==> config.mk <==
export PLATFORM = sky130hd
export DESIGN_NAME = bounded_lifo_stack_unit
export DESIGN_NICKNAME = d
export VERILOG_FILES = /design/src/hdl/bls_pkg.sv /design/src/hdl/bls_cell.sv /design/src/hdl/bounded_lifo_stack_unit.sv
export SDC_FILE = /design/constraint.sdc
export NUM_CORES = 1
export LEC_CHECK = 0
export ABC_AREA = 0
export ABC_CLOCK_PERIOD_IN_PS = 6500
export BUFFER_PORTS_ARGS = -buffer_cell sky130_fd_sc_hd__clkbuf_2
export CORE_MARGIN = 2
export CORE_UTILIZATION = 40
export DETAILED_ROUTE_END_ITERATION = 12
export MAX_ROUTING_LAYER = met4
export PLACE_DENSITY = 0.58
export SYNTH_ARGS = -nofsm -noshare
export SYNTH_HDL_FRONTEND = slang
export SYNTH_SLANG_ARGS = --single-unit
export TNS_END_PERCENT = 50
==> constraint.sdc <==
create_clock -name clock -period 6.5 [get_ports clock]
set_input_delay 0 -clock clock [delete_from_list [all_inputs] [get_ports clock]]
set_output_delay 0 -clock clock [all_outputs]
set_load 0.02 [all_outputs]
==> src/hdl/bls_pkg.sv <==
// shared types and codes for the bounded lifo stack unit
package bls_pkg;

   // word width of one stack entry
   localparam int unsigned WORD_W = 32;

   // request operation codes
   localparam logic [1:0] OP_PUSH   = 2'd0;
   localparam logic [1:0] OP_POP    = 2'd1;
   localparam logic [1:0] OP_PEEK   = 2'd2;
   localparam logic [1:0] OP_SEARCH = 2'd3;

   // response status codes
   localparam logic [1:0] ST_OK        = 2'd0;
   localparam logic [1:0] ST_OVERFLOW  = 2'd1;
   localparam logic [1:0] ST_UNDERFLOW = 2'd2;

   // packed response widths
   localparam int unsigned RSP_BITS = 41;
   localparam int unsigned RSP_TDATA_W = 48;

   // controls broadcast to every cell of the chain
   typedef struct packed {
      logic shift_down;   // push: every word moves one cell deeper
      logic shift_up;     // pop: every word moves one cell toward the top
      logic load_match;   // capture the compare result against the key
   } cell_ctrl_type;

   // one response transaction
   typedef struct packed {
      logic        full_res;
      logic        empty_res;
      logic [3:0]  level;
      logic        found;
      logic signed [WORD_W-1:0] data;
      logic [1:0]  status;
   } rsp_type;

endpackage

==> src/hdl/bls_cell.sv <==
// one cell of the stack chain: a word, an occupied flag and a match flag
module bls_cell (
   input  logic                           clock,
   input  logic                           reset,
   input  bls_pkg::cell_ctrl_type         ctrl,
   input  logic signed [bls_pkg::WORD_W-1:0] key,
   input  logic signed [bls_pkg::WORD_W-1:0] above_word,
   input  logic                           above_occ,
   input  logic signed [bls_pkg::WORD_W-1:0] below_word,
   input  logic                           below_occ,
   output logic signed [bls_pkg::WORD_W-1:0] word,
   output logic                           occ,
   output logic                           match
);

   logic signed [bls_pkg::WORD_W-1:0] word_ff, word_in;
   logic occ_ff, occ_in;
   logic match_ff, match_in;

   // neighbor handoff on push and pop
   always_comb begin
      word_in = word_ff;
      occ_in  = occ_ff;
      if (ctrl.shift_down) begin
         word_in = above_word;
         occ_in  = above_occ;
      end else if (ctrl.shift_up) begin
         word_in = below_word;
         occ_in  = below_occ;
      end
   end

   // local compare against the search key
   always_comb begin
      match_in = match_ff;
      if (ctrl.load_match) begin
         match_in = occ_ff && (word_ff == key);
      end
   end

   // payload registers
   always_ff @(posedge clock) begin
      word_ff  <= word_in;
      match_ff <= match_in;
   end

   // occupied flag
   always_ff @(posedge clock) begin
      if (reset) begin
         occ_ff <= 1'b0;
      end else begin
         occ_ff <= occ_in;
      end
   end

   assign word  = word_ff;
   assign occ   = occ_ff;
   assign match = match_ff;

endmodule

==> src/hdl/bounded_lifo_stack_unit.sv <==
// top level of the bounded lifo stack: cell chain, fill count and response queue
//
// channel   dir  tdata                                  tuser
// req_      in   [31:0] value                           [1:0] operation
// rsp_      out  [1:0] status, [33:2] data, [34] found, -
//                [38:35] level, [39] empty_res, [40] full_res
//
// push, pop and peek put their response into the queue as they are accepted; search
// first registers a compare in every cell, then an or over the match flags of the chain
// gives its response, so at most one transaction per cycle while requests are not stalled.
// reset clears the fill count, the occupied flags and the response queue.
// a two-entry response queue lets requests keep flowing while a response waits;
// requests stall only when both entries are taken or a search is in flight.
module bounded_lifo_stack_unit #(
   parameter int unsigned DEPTH = 8
) (
   input  logic        clock,
   input  logic        reset,
   input  logic        req_tvalid,
   output logic        req_tready,
   input  logic [31:0] req_tdata,   // [31:0] value
   input  logic [1:0]  req_tuser,   // [1:0] operation
   output logic        rsp_tvalid,
   input  logic        rsp_tready,
   output logic [bls_pkg::RSP_TDATA_W-1:0] rsp_tdata  // status, data, found, level,
                                                      // empty_res, full_res
);

   localparam int unsigned LVL_W = $clog2(DEPTH + 1);
   localparam logic [LVL_W-1:0] LVL_MAX = LVL_W'(DEPTH);
   localparam logic [LVL_W-1:0] LVL_ONE = LVL_W'(1);

   localparam logic S_IDLE   = 1'b0;
   localparam logic S_SEARCH = 1'b1;

   logic state_ff, state_in;
   logic [LVL_W-1:0] lvl_ff, lvl_in;

   logic accept;
   logic [1:0] op;
   logic signed [bls_pkg::WORD_W-1:0] value;

   bls_pkg::cell_ctrl_type ctrl;
   logic signed [bls_pkg::WORD_W-1:0] cell_word [DEPTH];
   logic [DEPTH-1:0] cell_occ;
   logic [DEPTH-1:0] cell_match;

   logic res_valid;
   bls_pkg::rsp_type res;
   logic [LVL_W+3:0] lvl_ext;

   bls_pkg::rsp_type q_ff [2];
   bls_pkg::rsp_type q_in [2];
   logic [1:0] cnt_ff, cnt_in;
   logic q_pop;
   logic [1:0] cnt_after_pop;

   assign op     = req_tuser;
   assign value  = req_tdata;
   assign req_tready = (state_ff == S_IDLE) && (cnt_ff != 2'd2);
   assign accept = req_tvalid && req_tready;

   // chain controls
   always_comb begin
      ctrl.shift_down = accept && (op == bls_pkg::OP_PUSH) && (lvl_ff != LVL_MAX);
      ctrl.shift_up   = accept && (op == bls_pkg::OP_POP) && (lvl_ff != '0);
      ctrl.load_match = accept && (op == bls_pkg::OP_SEARCH);
   end

   // the chain: cell zero holds the top of the stack
   for (genvar i = 0; i < DEPTH; i++) begin : g_cell
      logic signed [bls_pkg::WORD_W-1:0] above_word, below_word;
      logic above_occ, below_occ;
      if (i == 0) begin : g_top
         assign above_word = value;
         assign above_occ  = 1'b1;
      end else begin : g_mid
         assign above_word = cell_word[i-1];
         assign above_occ  = cell_occ[i-1];
      end
      if (i == DEPTH - 1) begin : g_bot
         assign below_word = cell_word[i];
         assign below_occ  = 1'b0;
      end else begin : g_inner
         assign below_word = cell_word[i+1];
         assign below_occ  = cell_occ[i+1];
      end
      bls_cell u_cell (
         .clock      (clock),
         .reset      (reset),
         .ctrl       (ctrl),
         .key        (value),
         .above_word (above_word),
         .above_occ  (above_occ),
         .below_word (below_word),
         .below_occ  (below_occ),
         .word       (cell_word[i]),
         .occ        (cell_occ[i]),
         .match      (cell_match[i])
      );
   end

   // sequencing and fill count
   always_comb begin
      state_in = state_ff;
      lvl_in   = lvl_ff;
      case (state_ff)
         S_IDLE: begin
            if (ctrl.load_match) begin
               state_in = S_SEARCH;
            end
            if (ctrl.shift_down) begin
               lvl_in = lvl_ff + LVL_ONE;
            end else if (ctrl.shift_up) begin
               lvl_in = lvl_ff - LVL_ONE;
            end
         end
         S_SEARCH: begin
            state_in = S_IDLE;
         end
         default: begin
            state_in = S_IDLE;
         end
      endcase
   end

   always_ff @(posedge clock) begin
      if (reset) begin
         state_ff <= S_IDLE;
         lvl_ff   <= '0;
      end else begin
         state_ff <= state_in;
         lvl_ff   <= lvl_in;
      end
   end

   // response built from the operation and the level after it
   assign lvl_ext = {4'b0000, lvl_in};
   always_comb begin
      res.status    = bls_pkg::ST_OK;
      res.data      = '0;
      res.found     = 1'b0;
      res.level     = lvl_ext[3:0];
      res.empty_res = (lvl_in == '0);
      res.full_res  = (lvl_in == LVL_MAX);
      res_valid     = 1'b0;
      if (state_ff == S_SEARCH) begin
         res_valid = 1'b1;
         res.found = |cell_match;
      end else if (accept) begin
         case (op)
            bls_pkg::OP_PUSH: begin
               res_valid = 1'b1;
               if (lvl_ff == LVL_MAX) begin
                  res.status = bls_pkg::ST_OVERFLOW;
               end
            end
            bls_pkg::OP_POP, bls_pkg::OP_PEEK: begin
               res_valid = 1'b1;
               if (lvl_ff == '0) begin
                  res.status = bls_pkg::ST_UNDERFLOW;
               end else begin
                  res.data = cell_word[0];
               end
            end
            default: begin
               res_valid = 1'b0;
            end
         endcase
      end
   end

   // two-entry response queue, head in entry zero
   assign q_pop = rsp_tvalid && rsp_tready;
   assign cnt_after_pop = cnt_ff - {1'b0, q_pop};
   always_comb begin
      q_in[0] = q_ff[0];
      q_in[1] = q_ff[1];
      cnt_in  = cnt_after_pop;
      if (q_pop) begin
         q_in[0] = q_ff[1];
      end
      if (res_valid) begin
         q_in[cnt_after_pop[0]] = res;
         cnt_in = cnt_after_pop + 2'd1;
      end
   end

   always_ff @(posedge clock) begin
      q_ff[0] <= q_in[0];
      q_ff[1] <= q_in[1];
   end

   always_ff @(posedge clock) begin
      if (reset) begin
         cnt_ff <= '0;
      end else begin
         cnt_ff <= cnt_in;
      end
   end

   assign rsp_tvalid = (cnt_ff != 2'd0);
   assign rsp_tdata  = {{(bls_pkg::RSP_TDATA_W - bls_pkg::RSP_BITS){1'b0}}, q_ff[0]};

endmodule

==> results of run 1 <==
cell usage in the layout (no fill, tap or decap), drive strengths merged, types with 33 or more instances in the layout:
cell and count:
nand2 673, edfxtp 305, xnor2 224, clkbuf 138, nand4 58, dfxtp 56, o21ai 44, mux2i 44
nand3 42, and2 33
metrics by stage:
step                      utilization  power [uW]  setup slack [ps]  area, um^2
after detailed placement        0.419        4280              3090       18600
after global routing            0.450        6700              2800       20000
after global placement          0.419        4250              3100       18600
after floorplan                     -        3990              1410       18100
final                           0.450        6420              3040       20000
after CTS                       0.450        6480              3050       20000
routing by layer:
layer	part of all wire	up-vias	GRT usage	routed length, um
met3	0.059	75	0.0274	2910
met5	0	-	-	0
met2	0.46	417	0.330	22400
met1	0.45	5832	0.290	21800
li1	-	5932	-	-
met4	0.038	0	0.0811	1840
cell type report:
class / count / share of cell area
clock buffer: 58 / 0.0559
clock inverter: 14 / 0.00626
inverter: 19 / 0.00394
multi-input combinational: 1262 / 0.351
sequential: 361 / 0.514
tap: 592 / 0.0370
timing repair buffer: 105 / 0.0314
what timing repair did:
item,in CTS,in global routing
hold buffers,16,0
resized for setup,0,0
endpoints found under the hold margin,30,0
worst min path at each step:
| stage | endpoint | slack [ps] |
|---|---|---|
| 4_1_cts | g_cell[0].u_cell.word[5] | 7 |
| 6_report | g_cell[0].u_cell.word[3] | 40 |
| 2_1_floorplan | cnt_ff[0] | 70 |
| 3_3_place_gp | rsp_tdata[26] | 430 |
| 5_1_grt | g_cell[0].u_cell.word[24] | 50 |
| 3_5_place_dp | rsp_tdata[37] | 430 |
worst max-delay path: stages, from the launching register on:
cell and delay [ps]:
dfxtp_1 390, inv_1 110, ha_1 250, or3b_2 260, nand4_2 390, nand2_8 630, buf_4 890
cell families (layout without fill, tap and decap cells):
| kind of cell | after synthesis | in the layout |
|---|---|---|
| and+or+nand+nor | 872 | 872 |
| DFF | 361 | 361 |
| xor gates and xnor gates | 255 | 255 |
| buffers and inverters | 168 | 196 |
| AOI/OAI and AO/OA | 72 | 72 |
| muxes | 48 | 48 |
| adders and majority gates | 8 | 8 |
| other | 1 | 7 |
power groups by stage:
stage	clock network [uW]	logic [uW]	registers [uW]
floorplan	0	932	3060
global placement	0	1140	3120
detailed placement	0	1150	3130
CTS	2230	1170	3080
global route	2320	1270	3120
finish	2190	1150	3080
==> impl_metrics.py, run 1 <==
metrics = {
    "synthesis": {
        "yosys.area_share.adder": 0.00554,
        "synthFlopType": "edfxtp_1",
        "yosysTopAreaCell": "edfxtp_1",
        "synth_compound_gate_area_share": 0.0244,
        "syn_area_um2": 18100,
        "async_flop_share": 0,
        "seq_area_frac_synth": 0.569,
        "yosys.area.top_type_share": 0.507,
        "ys_types": 52,
        "synth_common_cells": "nand2_1 (672), edfxtp_1 (305), xnor2_1 (223)",
        "synthXorXnorAreaFrac": 0.124,
        "ys_warn_count": 0,
        "synth_edf_count": 305,
        "synth.mux.area_fraction": 0.0268,
        "synth_area_leaders": "edfxtp_1 (51%), nand2_1 (14%), xnor2_1 (11%)",
        "ys_seq_elements": 361,
        "synth-simple-area-share": 0.205,
        "synth_top_family_by_area": "simple AND/OR/NAND/NOR gates",
        "syn_inst": 1785,
        "synth.most_common_cell": "nand2_1",
        "synth_area_per_cell_um2": 10.1,
    },
    "finish": {
        "stdcell_count": 2411,
        "seq_area_um2": 10300,
        "area_growth_pct": 10.6,
        "multi_input_area_um2": 7020,
        "antenna-diode-count": 0,
        "layout-drive-gt1-share": 0.0874,
        "finalNetCount": 1835,
        "nFillCells": 4234,
    },
    "power_and_ir_drop": {
        "vdd_drop_max_mv": 0.252,
        "clock_power_share": 0.341,
        "p_leak_uw": 0.00782,
        "seqPwrFrac": 0.480,
        "power-per-cell-area_nw_per_um2": 321,
        "combPwrFrac": 0.179,
        "swShare": 0.291,
        "p_int_uw": 4560,
        "switchingPower_uw": 1870,
    },
    "sta": {
        "hold_ws_ps": 38.9,
        "rsz0062_at_grt": "false",
        "hold_violations": 0,
        "fmax_mhz": 289,
        "tightest_slew_ps": 1080,
        "finalSetupViolations": 0,
        "final.setup.tns_ps": 0,
        "period_share": 0.532,
        "fin_crit_ps": 3460,
        "slew_headroom": 0.282,
        "maxSlewViolCount": 0,
        "finalClockSkew_ps": 33.7,
    },
    "routing": {
        "ant_nets": 0,
        "detail_route.wl_per_cell_um": 20.3,
        "dr.pass1.iters": 5,
        "num_vias": 12300,
        "drc_errors": 0,
        "viasPerCell": 5.08,
        "drtIter0Drc": 1362,
        "drt-total-wl_mm": 49.0,
    },
    "die": {
        "num_rows": 77,
        "initial_core_util": 0.407,
        "die_w_um": 217,
        "io-pin-count": 88,
        "dieArea_um2": 46900,
        "die_h_um": 217,
        "core-area_um2": 44400,
    },
    "min_path": {
        "hp-class": "primary input to flop",
        "min_from": "req_tdata[3]",
        "holdPathStages": 3,
    },
    "run_status": {
        "outcome": "finished, final reports clean",
    },
    "critical_path": {
        "crit_path_end": "g_cell[5].u_cell.word[23]",
        "rr_worst_depth": 6,
        "criticalPathCategory": "flop to flop",
        "crit_path_start": "lvl_ff[0]",
        "r2r-start": "lvl_ff[0]",
        "worst_ep_required_time_ps": 6640,
        "critPathLaunchType": "flop",
        "timing.rr.end": "g_cell[5].u_cell.word[23]",
        "worstPathMaxFanout": 77,
        "endpoint_kind": "flop",
        "arrival_ps": 3600,
        "r2r_slack_ps": 3040,
    },
    "placement": {
        "gp_congestion": 0.906,
        "dp_hpwl_mm": 34.7,
        "io_buffer_count": 80,
        "dp_cells": 2323,
    },
    "clock_tree": {
        "post_cts_buffers": 0,
        "cts_sinks": 361,
        "cts_root_buffer": "clkbuf_16",
        "cts_tree": "built",
        "h-tree-depth": 2,
        "clk_path_buf_depth": 3,
        "clk_pin_slew_worst_paths_ps": 60,
        "numCtsBuffers": 40,
        "worstSkewPairLatency_ps": 550,
    },
    "flow_run": {
        "cap_violations": 0,
    },
    "global_routing": {
        "antenna_found_initial": 0,
        "grt_overflow_total": 0,
        "grt_max_degree": 158,
        "grt_first_pass_wirelength_mm": 73.8,
        "grt_use_total": 0.214,
        "grt_pass1_vias": 12000,
    },
}
Power figures use the tool's default switching activity.
==> run 2, diff against run 1 <==
Settings changed: ABC_AREA 0 to 1, ABC_CLOCK_PERIOD_IN_PS 6500 to 3300.
Clock period 6.5 ns to 3.3 ns, I/O delays scaled along.
==> run 2 against run 1 <==
  * Synthesized area increased by 2.5%
  * Critical path depth increased by 2
  * Core utilization decreased by 0.41 points
  * Clock skew decreased by 18 ps
  * Critical path type unchanged
  * Largest cell class unchanged
==> impl_metrics.py, run 2 <==
metrics = {
    "global_routing": {
        "antenna_found_initial": 1,
        "grt_max_degree": 170,
        "grt_first_pass_wirelength_mm": 90.1,
        "grt_use_total": 0.263,
        "grt_overflow_total": 0,
        "grt_pass1_vias": 13800,
    },
    "die": {
        "io-pin-count": 88,
        "num_rows": 78,
        "die_h_um": 219,
        "die_w_um": 219,
        "core-area_um2": 45600,
        "initial_core_util": 0.406,
        "dieArea_um2": 48100,
    },
    "clock_tree": {
        "clk_pin_slew_worst_paths_ps": 60,
        "worstSkewPairLatency_ps": 570,
        "cts-resized-gates": 0,
        "clk_path_buf_depth": 3,
        "cts_root_buffer": "clkbuf_16",
        "cts_sinks": 361,
        "numCtsBuffers": 40,
        "h-tree-depth": 2,
        "post_cts_buffers": 0,
        "cts_hold_buffers": 3,
        "cts_tree": "built",
    },
    "flow_run": {
        "cap_violations": 0,
    },
    "finish": {
        "nFillCells": 4457,
        "final_common_cell": "nand2_1",
        "area_growth_pct": 9.75,
        "most-common-layout-cells": "nand2_1 (463), edfxtp_1 (305), inv_1 (226)",
        "final_core_util": 0.446,
        "stdcell_area_um2": 20300,
        "finalNetCount": 2046,
        "layout-drive-gt1-share": 0.106,
        "stdcell_count": 2632,
    },
    "placement": {
        "place_area_um2": 19000,
        "io_buffer_count": 80,
        "dp_hpwl_mm": 44.1,
        "gp_congestion": 0.986,
        "dp_cells": 2555,
    },
    "routing": {
        "drtIter0Drc": 1808,
        "drt-total-wl_mm": 61.2,
        "dr.pass1.iters": 6,
        "num_vias": 14800,
        "detail_route.wl_per_cell_um": 23.3,
        "drc_errors": 0,
        "viasPerCell": 5.64,
        "ant_nets": 0,
    },
    "synthesis": {
        "synth_area_per_cell_um2": 9.22,
        "synth_area_leaders": "edfxtp_1 (49%), nand2_1 (9.4%), dfxtp_1 (6.1%)",
        "yosysTopAreaCell": "edfxtp_1",
        "synth_common_cells": "nand2_1 (463), edfxtp_1 (305), inv_1 (226)",
        "ys_warn_count": 0,
        "synth.most_common_cell": "nand2_1",
        "async_flop_share": 0,
        "ys_types": 43,
        "syn_area_um2": 18500,
        "synth_edf_count": 305,
        "syn_inst": 2009,
        "seq_area_frac_synth": 0.555,
        "yosys.area.top_type_share": 0.494,
        "ys_seq_elements": 361,
        "synthFlopType": "edfxtp_1",
    },
    "power_and_ir_drop": {
        "finalPower_uw": 13700,
        "p_leak_uw": 0.00815,
        "vdd_drop_max_mv": 0.537,
        "power-per-cell-area_nw_per_um2": 673,
    },
    "critical_path": {
        "worstPathMaxFanout": 41,
        "arrival_ps": 2560,
        "criticalPathCategory": "flop to flop",
        "critPathLaunchType": "flop",
        "worst_ep_required_time_ps": 3510,
        "endpoint_kind": "flop",
        "crit_chain": "inv_1 > ha_1 > nand2_1 > nor2_2 > inv_2 > nand2_8 > nand2_8 > buf_4",
        "worst_path_most_repeated_cell": "nand2_8",
        "slowest_delay_ps": 440,
        "cp_slowest_cell": "buf_4",
    },
    "sta": {
        "slew_headroom": 0.393,
        "fmax_mhz": 427,
        "rsz0062_at_grt": "false",
        "period_share": 0.710,
        "finalSetupViolations": 0,
        "hold_violations": 0,
        "finalClockSkew_ps": 16.1,
        "fin_crit_ps": 2340,
        "maxSlewViolCount": 0,
        "final.setup.tns_ps": 0,
        "tightest_slew_ps": 907,
    },
    "min_path": {
        "hp-class": "primary input to flop",
    },
    "run_status": {
        "outcome": "finished, final reports clean",
    },
}
## run 2: path summary, 6_finish.rpt
path,depth (start not counted),slack [ps],to,startpoint
setup / recovery,8,960,g_cell[6].u_cell.word[14],lvl_ff[0]
hold / removal,3,50,flop,req_tuser[1]
setup reg to reg,8,960,g_cell[6].u_cell.word[14],lvl_ff[0]
hold reg to reg,0,470,g_cell[7].u_cell.word[7],g_cell[6].u_cell.word[7]
## run 2: power breakdown
part | internal [uW] | total (uW) | switching (uW)
registers | 5770 | 6220 | 447
clock network | 2650 | 4550 | 1900
logic | 895 | 2900 | 2010
## run 2: layout make-up
class                           instances  area (um^2)  share of cell area
Clock inverter                         13         95.1             0.00468
Timing Repair Buffer                   98          631              0.0310
Multi-Input combinational cell       1258         6440               0.317
Inverter                              241          906              0.0446
Sequential cell                       361        10300               0.506
Antenna cell                            1         2.50            0.000123
Clock buffer                           60         1220              0.0601
Tap cell                              600          751              0.0369
## run 2: kinds of logic (layout without fill, tap and decap cells)
family	count (synthesis)	count (layout)	synth area share
buffers and inverters	396	412	0.0998
other	1	8	0.000202
xor gates and xnor gates	68	68	0.0321
adders and majority gates	8	8	0.00540
muxes	2	2	0.00108
DFF	361	361	0.555
and+or+nand+nor	725	725	0.168
AOI/OAI and AO/OA	448	448	0.138
## run 2: layer usage
layer	routed length, um	track usage	vias to the layer above	part of all wire
met5	0	-	-	0
met4	2860	0.114	0	0.047
met3	5650	0.0430	147	0.092
met2	27300	0.394	833	0.45
met1	25500	0.354	7065	0.42
li1	-	-	6787	-
## run 2: worst max-delay path, delay by kind of cell, from the launching register on
kind                     cells  cell delay [ps]
adder cells (fa/ha/maj)      1              260
buffers and inverters        3              650
AND/OR/NAND/NOR              4              680
flip-flops                   1              370
## run 2: per-stage QoR
stage	hold slack [ps]	setup WS (ps)
finish	46.4	956
global route	66.7	792
CTS	20.7	957
detailed placement	372	968
global placement	370	1010
floorplan	200	401
==> run 3, diff against run 2 <==
Settings changed: ABC_CLOCK_PERIOD_IN_PS 3300 to 1900, PLACE_DENSITY 0.58 to 0.6.
Clock period 3.3 ns to 1.9 ns, I/O delays scaled along.
==> run 3 against run 2 <==
  * Sequential power increased by 74%
  * Worst hold slack improved by 6.1 ps
  * Combinational power increased by 95%
  * Routed wire length increased by 4.8%
  * Non-clock buffer count increased by 107
  * Flip-flop and latch count unchanged
  * Register-to-register slack got worse by 920 ps
  * Clock power increased by 73%
  * Die area unchanged
  * Global-route usage increased by 1.1 points
  * Sequential share of layout area decreased by 2.7 points
  * Largest power group unchanged
==> impl_metrics.py, run 3 (same netlist as run 2, synthesis figures left out) <==
metrics = {
    "global_routing": {
        "antenna_found_initial": 1,
        "grt_overflow_total": 0,
        "grt_first_pass_wirelength_mm": 93.6,
        "grt_max_degree": 81,
        "grt_pass1_vias": 14700,
        "grt_use_total": 0.274,
    },
    "die": {
        "core-area_um2": 45600,
        "num_rows": 78,
        "io-pin-count": 88,
        "die_h_um": 219,
        "die_w_um": 219,
        "dieArea_um2": 48100,
        "initial_core_util": 0.406,
    },
    "power_and_ir_drop": {
        "p_int_uw": 16600,
        "combPwrFrac": 0.233,
        "power-per-cell-area_nw_per_um2": 1130,
        "p_leak_uw": 0.00878,
        "clock_power_share": 0.324,
        "finalPower_uw": 24300,
        "swShare": 0.317,
        "vdd_drop_max_mv": 0.811,
        "seqPwrFrac": 0.443,
        "switchingPower_uw": 7710,
    },
    "critical_path": {
        "cp_slowest_cell": "dfxtp_1",
        "worst_path_most_repeated_cell": "nand2_8",
        "criticalPathCategory": "flop to flop",
        "crit_family": "simple AND/OR/NAND/NOR gates",
        "crit_chain": "buf_4 > nand2_4 > nand3_4 > nor2_4 > nand2_8 > nand2_8 > buf_16",
        "slowest_delay_ps": 300,
        "worstPathMaxFanout": 62,
        "arrival_ps": 2090,
        "worst_ep_required_time_ps": 2120,
        "critPathBufInv": 2,
        "critPathLaunchType": "flop",
        "endpoint_kind": "flop",
    },
    "clock_tree": {
        "h-tree-depth": 2,
        "clk_pin_slew_worst_paths_ps": 60,
        "clk_path_buf_depth": 3,
        "cts_root_buffer": "clkbuf_16",
        "numCtsBuffers": 41,
        "cts_sinks": 361,
        "cts_tree": "built",
        "worstSkewPairLatency_ps": 570,
    },
    "sta": {
        "hold_ws_ps": 52.5,
        "finalSetupViolations": 0,
        "finalClockSkew_ps": 14.7,
        "hold_violations": 0,
        "tightest_slew_ps": 587,
        "setup_slack_ps": 32.5,
        "maxSlewViolCount": 0,
        "rsz0062_at_grt": "true",
        "slew_headroom": 0.608,
        "period_share": 0.983,
        "fmax_mhz": 535,
        "fin_crit_ps": 1870,
    },
    "run_status": {
        "outcome": "finished, final reports clean",
    },
    "routing": {
        "drt-total-wl_mm": 64.2,
        "dr.pass1.iters": 8,
        "drc_errors": 0,
        "ant_nets": 0,
        "drtIter0Drc": 1942,
        "num_vias": 15300,
        "viasPerCell": 5.60,
        "detail_route.wl_per_cell_um": 23.4,
    },
    "finish": {
        "area_growth_pct": 15.9,
        "layout-drive-gt1-share": 0.156,
        "multi_input_area_um2": 6530,
        "stdcell_area_um2": 21500,
        "seq_area_um2": 10300,
        "most-common-layout-cells": "nand2_1 (460), edfxtp_1 (305), inv_1 (223)",
        "final_common_cell": "nand2_1",
        "nFillCells": 4338,
        "stdcell_count": 2741,
        "finalNetCount": 2156,
    },
    "flow_run": {
        "cap_violations": 0,
    },
    "placement": {
        "dp_cells": 2656,
        "io_buffer_count": 80,
        "dp_hpwl_mm": 47.9,
        "gp_congestion": 0.972,
        "place_area_um2": 20000,
        "preCtsSetupSlack_ps": 32.4,
    },
    "min_path": {
        "hp-class": "primary input to flop",
    },
}
[run 3: cell type report]
type	instances	area share
clock buffers	59	0.0568
repair buffers	205	0.0785
clock inverters	14	0.00437
diodes	1	0.000117
well taps	600	0.0350
inverters	241	0.0425
multi-input cells	1260	0.304
flip-flops and latches	361	0.479
[run 3: per-stage QoR]
stage / setup TNS (ps) / util
final: 0 / 0.471
after floorplan: -77190 / -
after global placement: 0 / 0.438
after detailed placement: 0 / 0.438
after CTS: 0 / 0.468
after global routing: -1310 / 0.471
[run 3: tightest hold or removal path, cell delays in order]
cell	delay, ps
clkbuf_2	100
inv_1	190
o21ai_0	210
[run 3: metal layers]
metal	wire length, um	vias to the layer above	part of all wire	track usage
met5	0	-	0	-
met4	3000	0	0.047	0.126
met3	6280	162	0.098	0.0491
met2	28700	824	0.45	0.413
met1	26200	7340	0.41	0.360
li1	-	7023	-	-
[run 3: worst paths after layout]
kind,to,start,cells past startpoint,slack (ps)
worst max-delay path,g_cell[0].u_cell.word[17],cnt_ff[1],7,30
worst min-delay path,g_cell[0].u_cell.word[8],req_tdata[8],3,50
worst max register to register,g_cell[0].u_cell.word[17],cnt_ff[1],7,30
worst min register to register,g_cell[7].u_cell.word[7],g_cell[6].u_cell.word[7],0,450
[run 3: what timing repair did]
| action | 4_1_cts | 5_1_grt |
|---|---|---|
| hold buffers | 6 | 0 |
| endpoints found under the hold margin | 15 | 0 |
| setup endpoints to repair | 0 | 219 |
| gates resized for setup | 0 | 10 |
| buffers inserted | 0 | 1 |
[run 3: power groups by stage]
stage / Clock, uW / Combinational [uW] / Sequential (uW)
after floorplan: 0 / 4210 / 10600
after global placement: 0 / 5350 / 10900
after detailed placement: 0 / 5430 / 10900
after CTS: 7970 / 5480 / 10800
after global routing: 8240 / 6190 / 10900
final: 7860 / 5660 / 10800
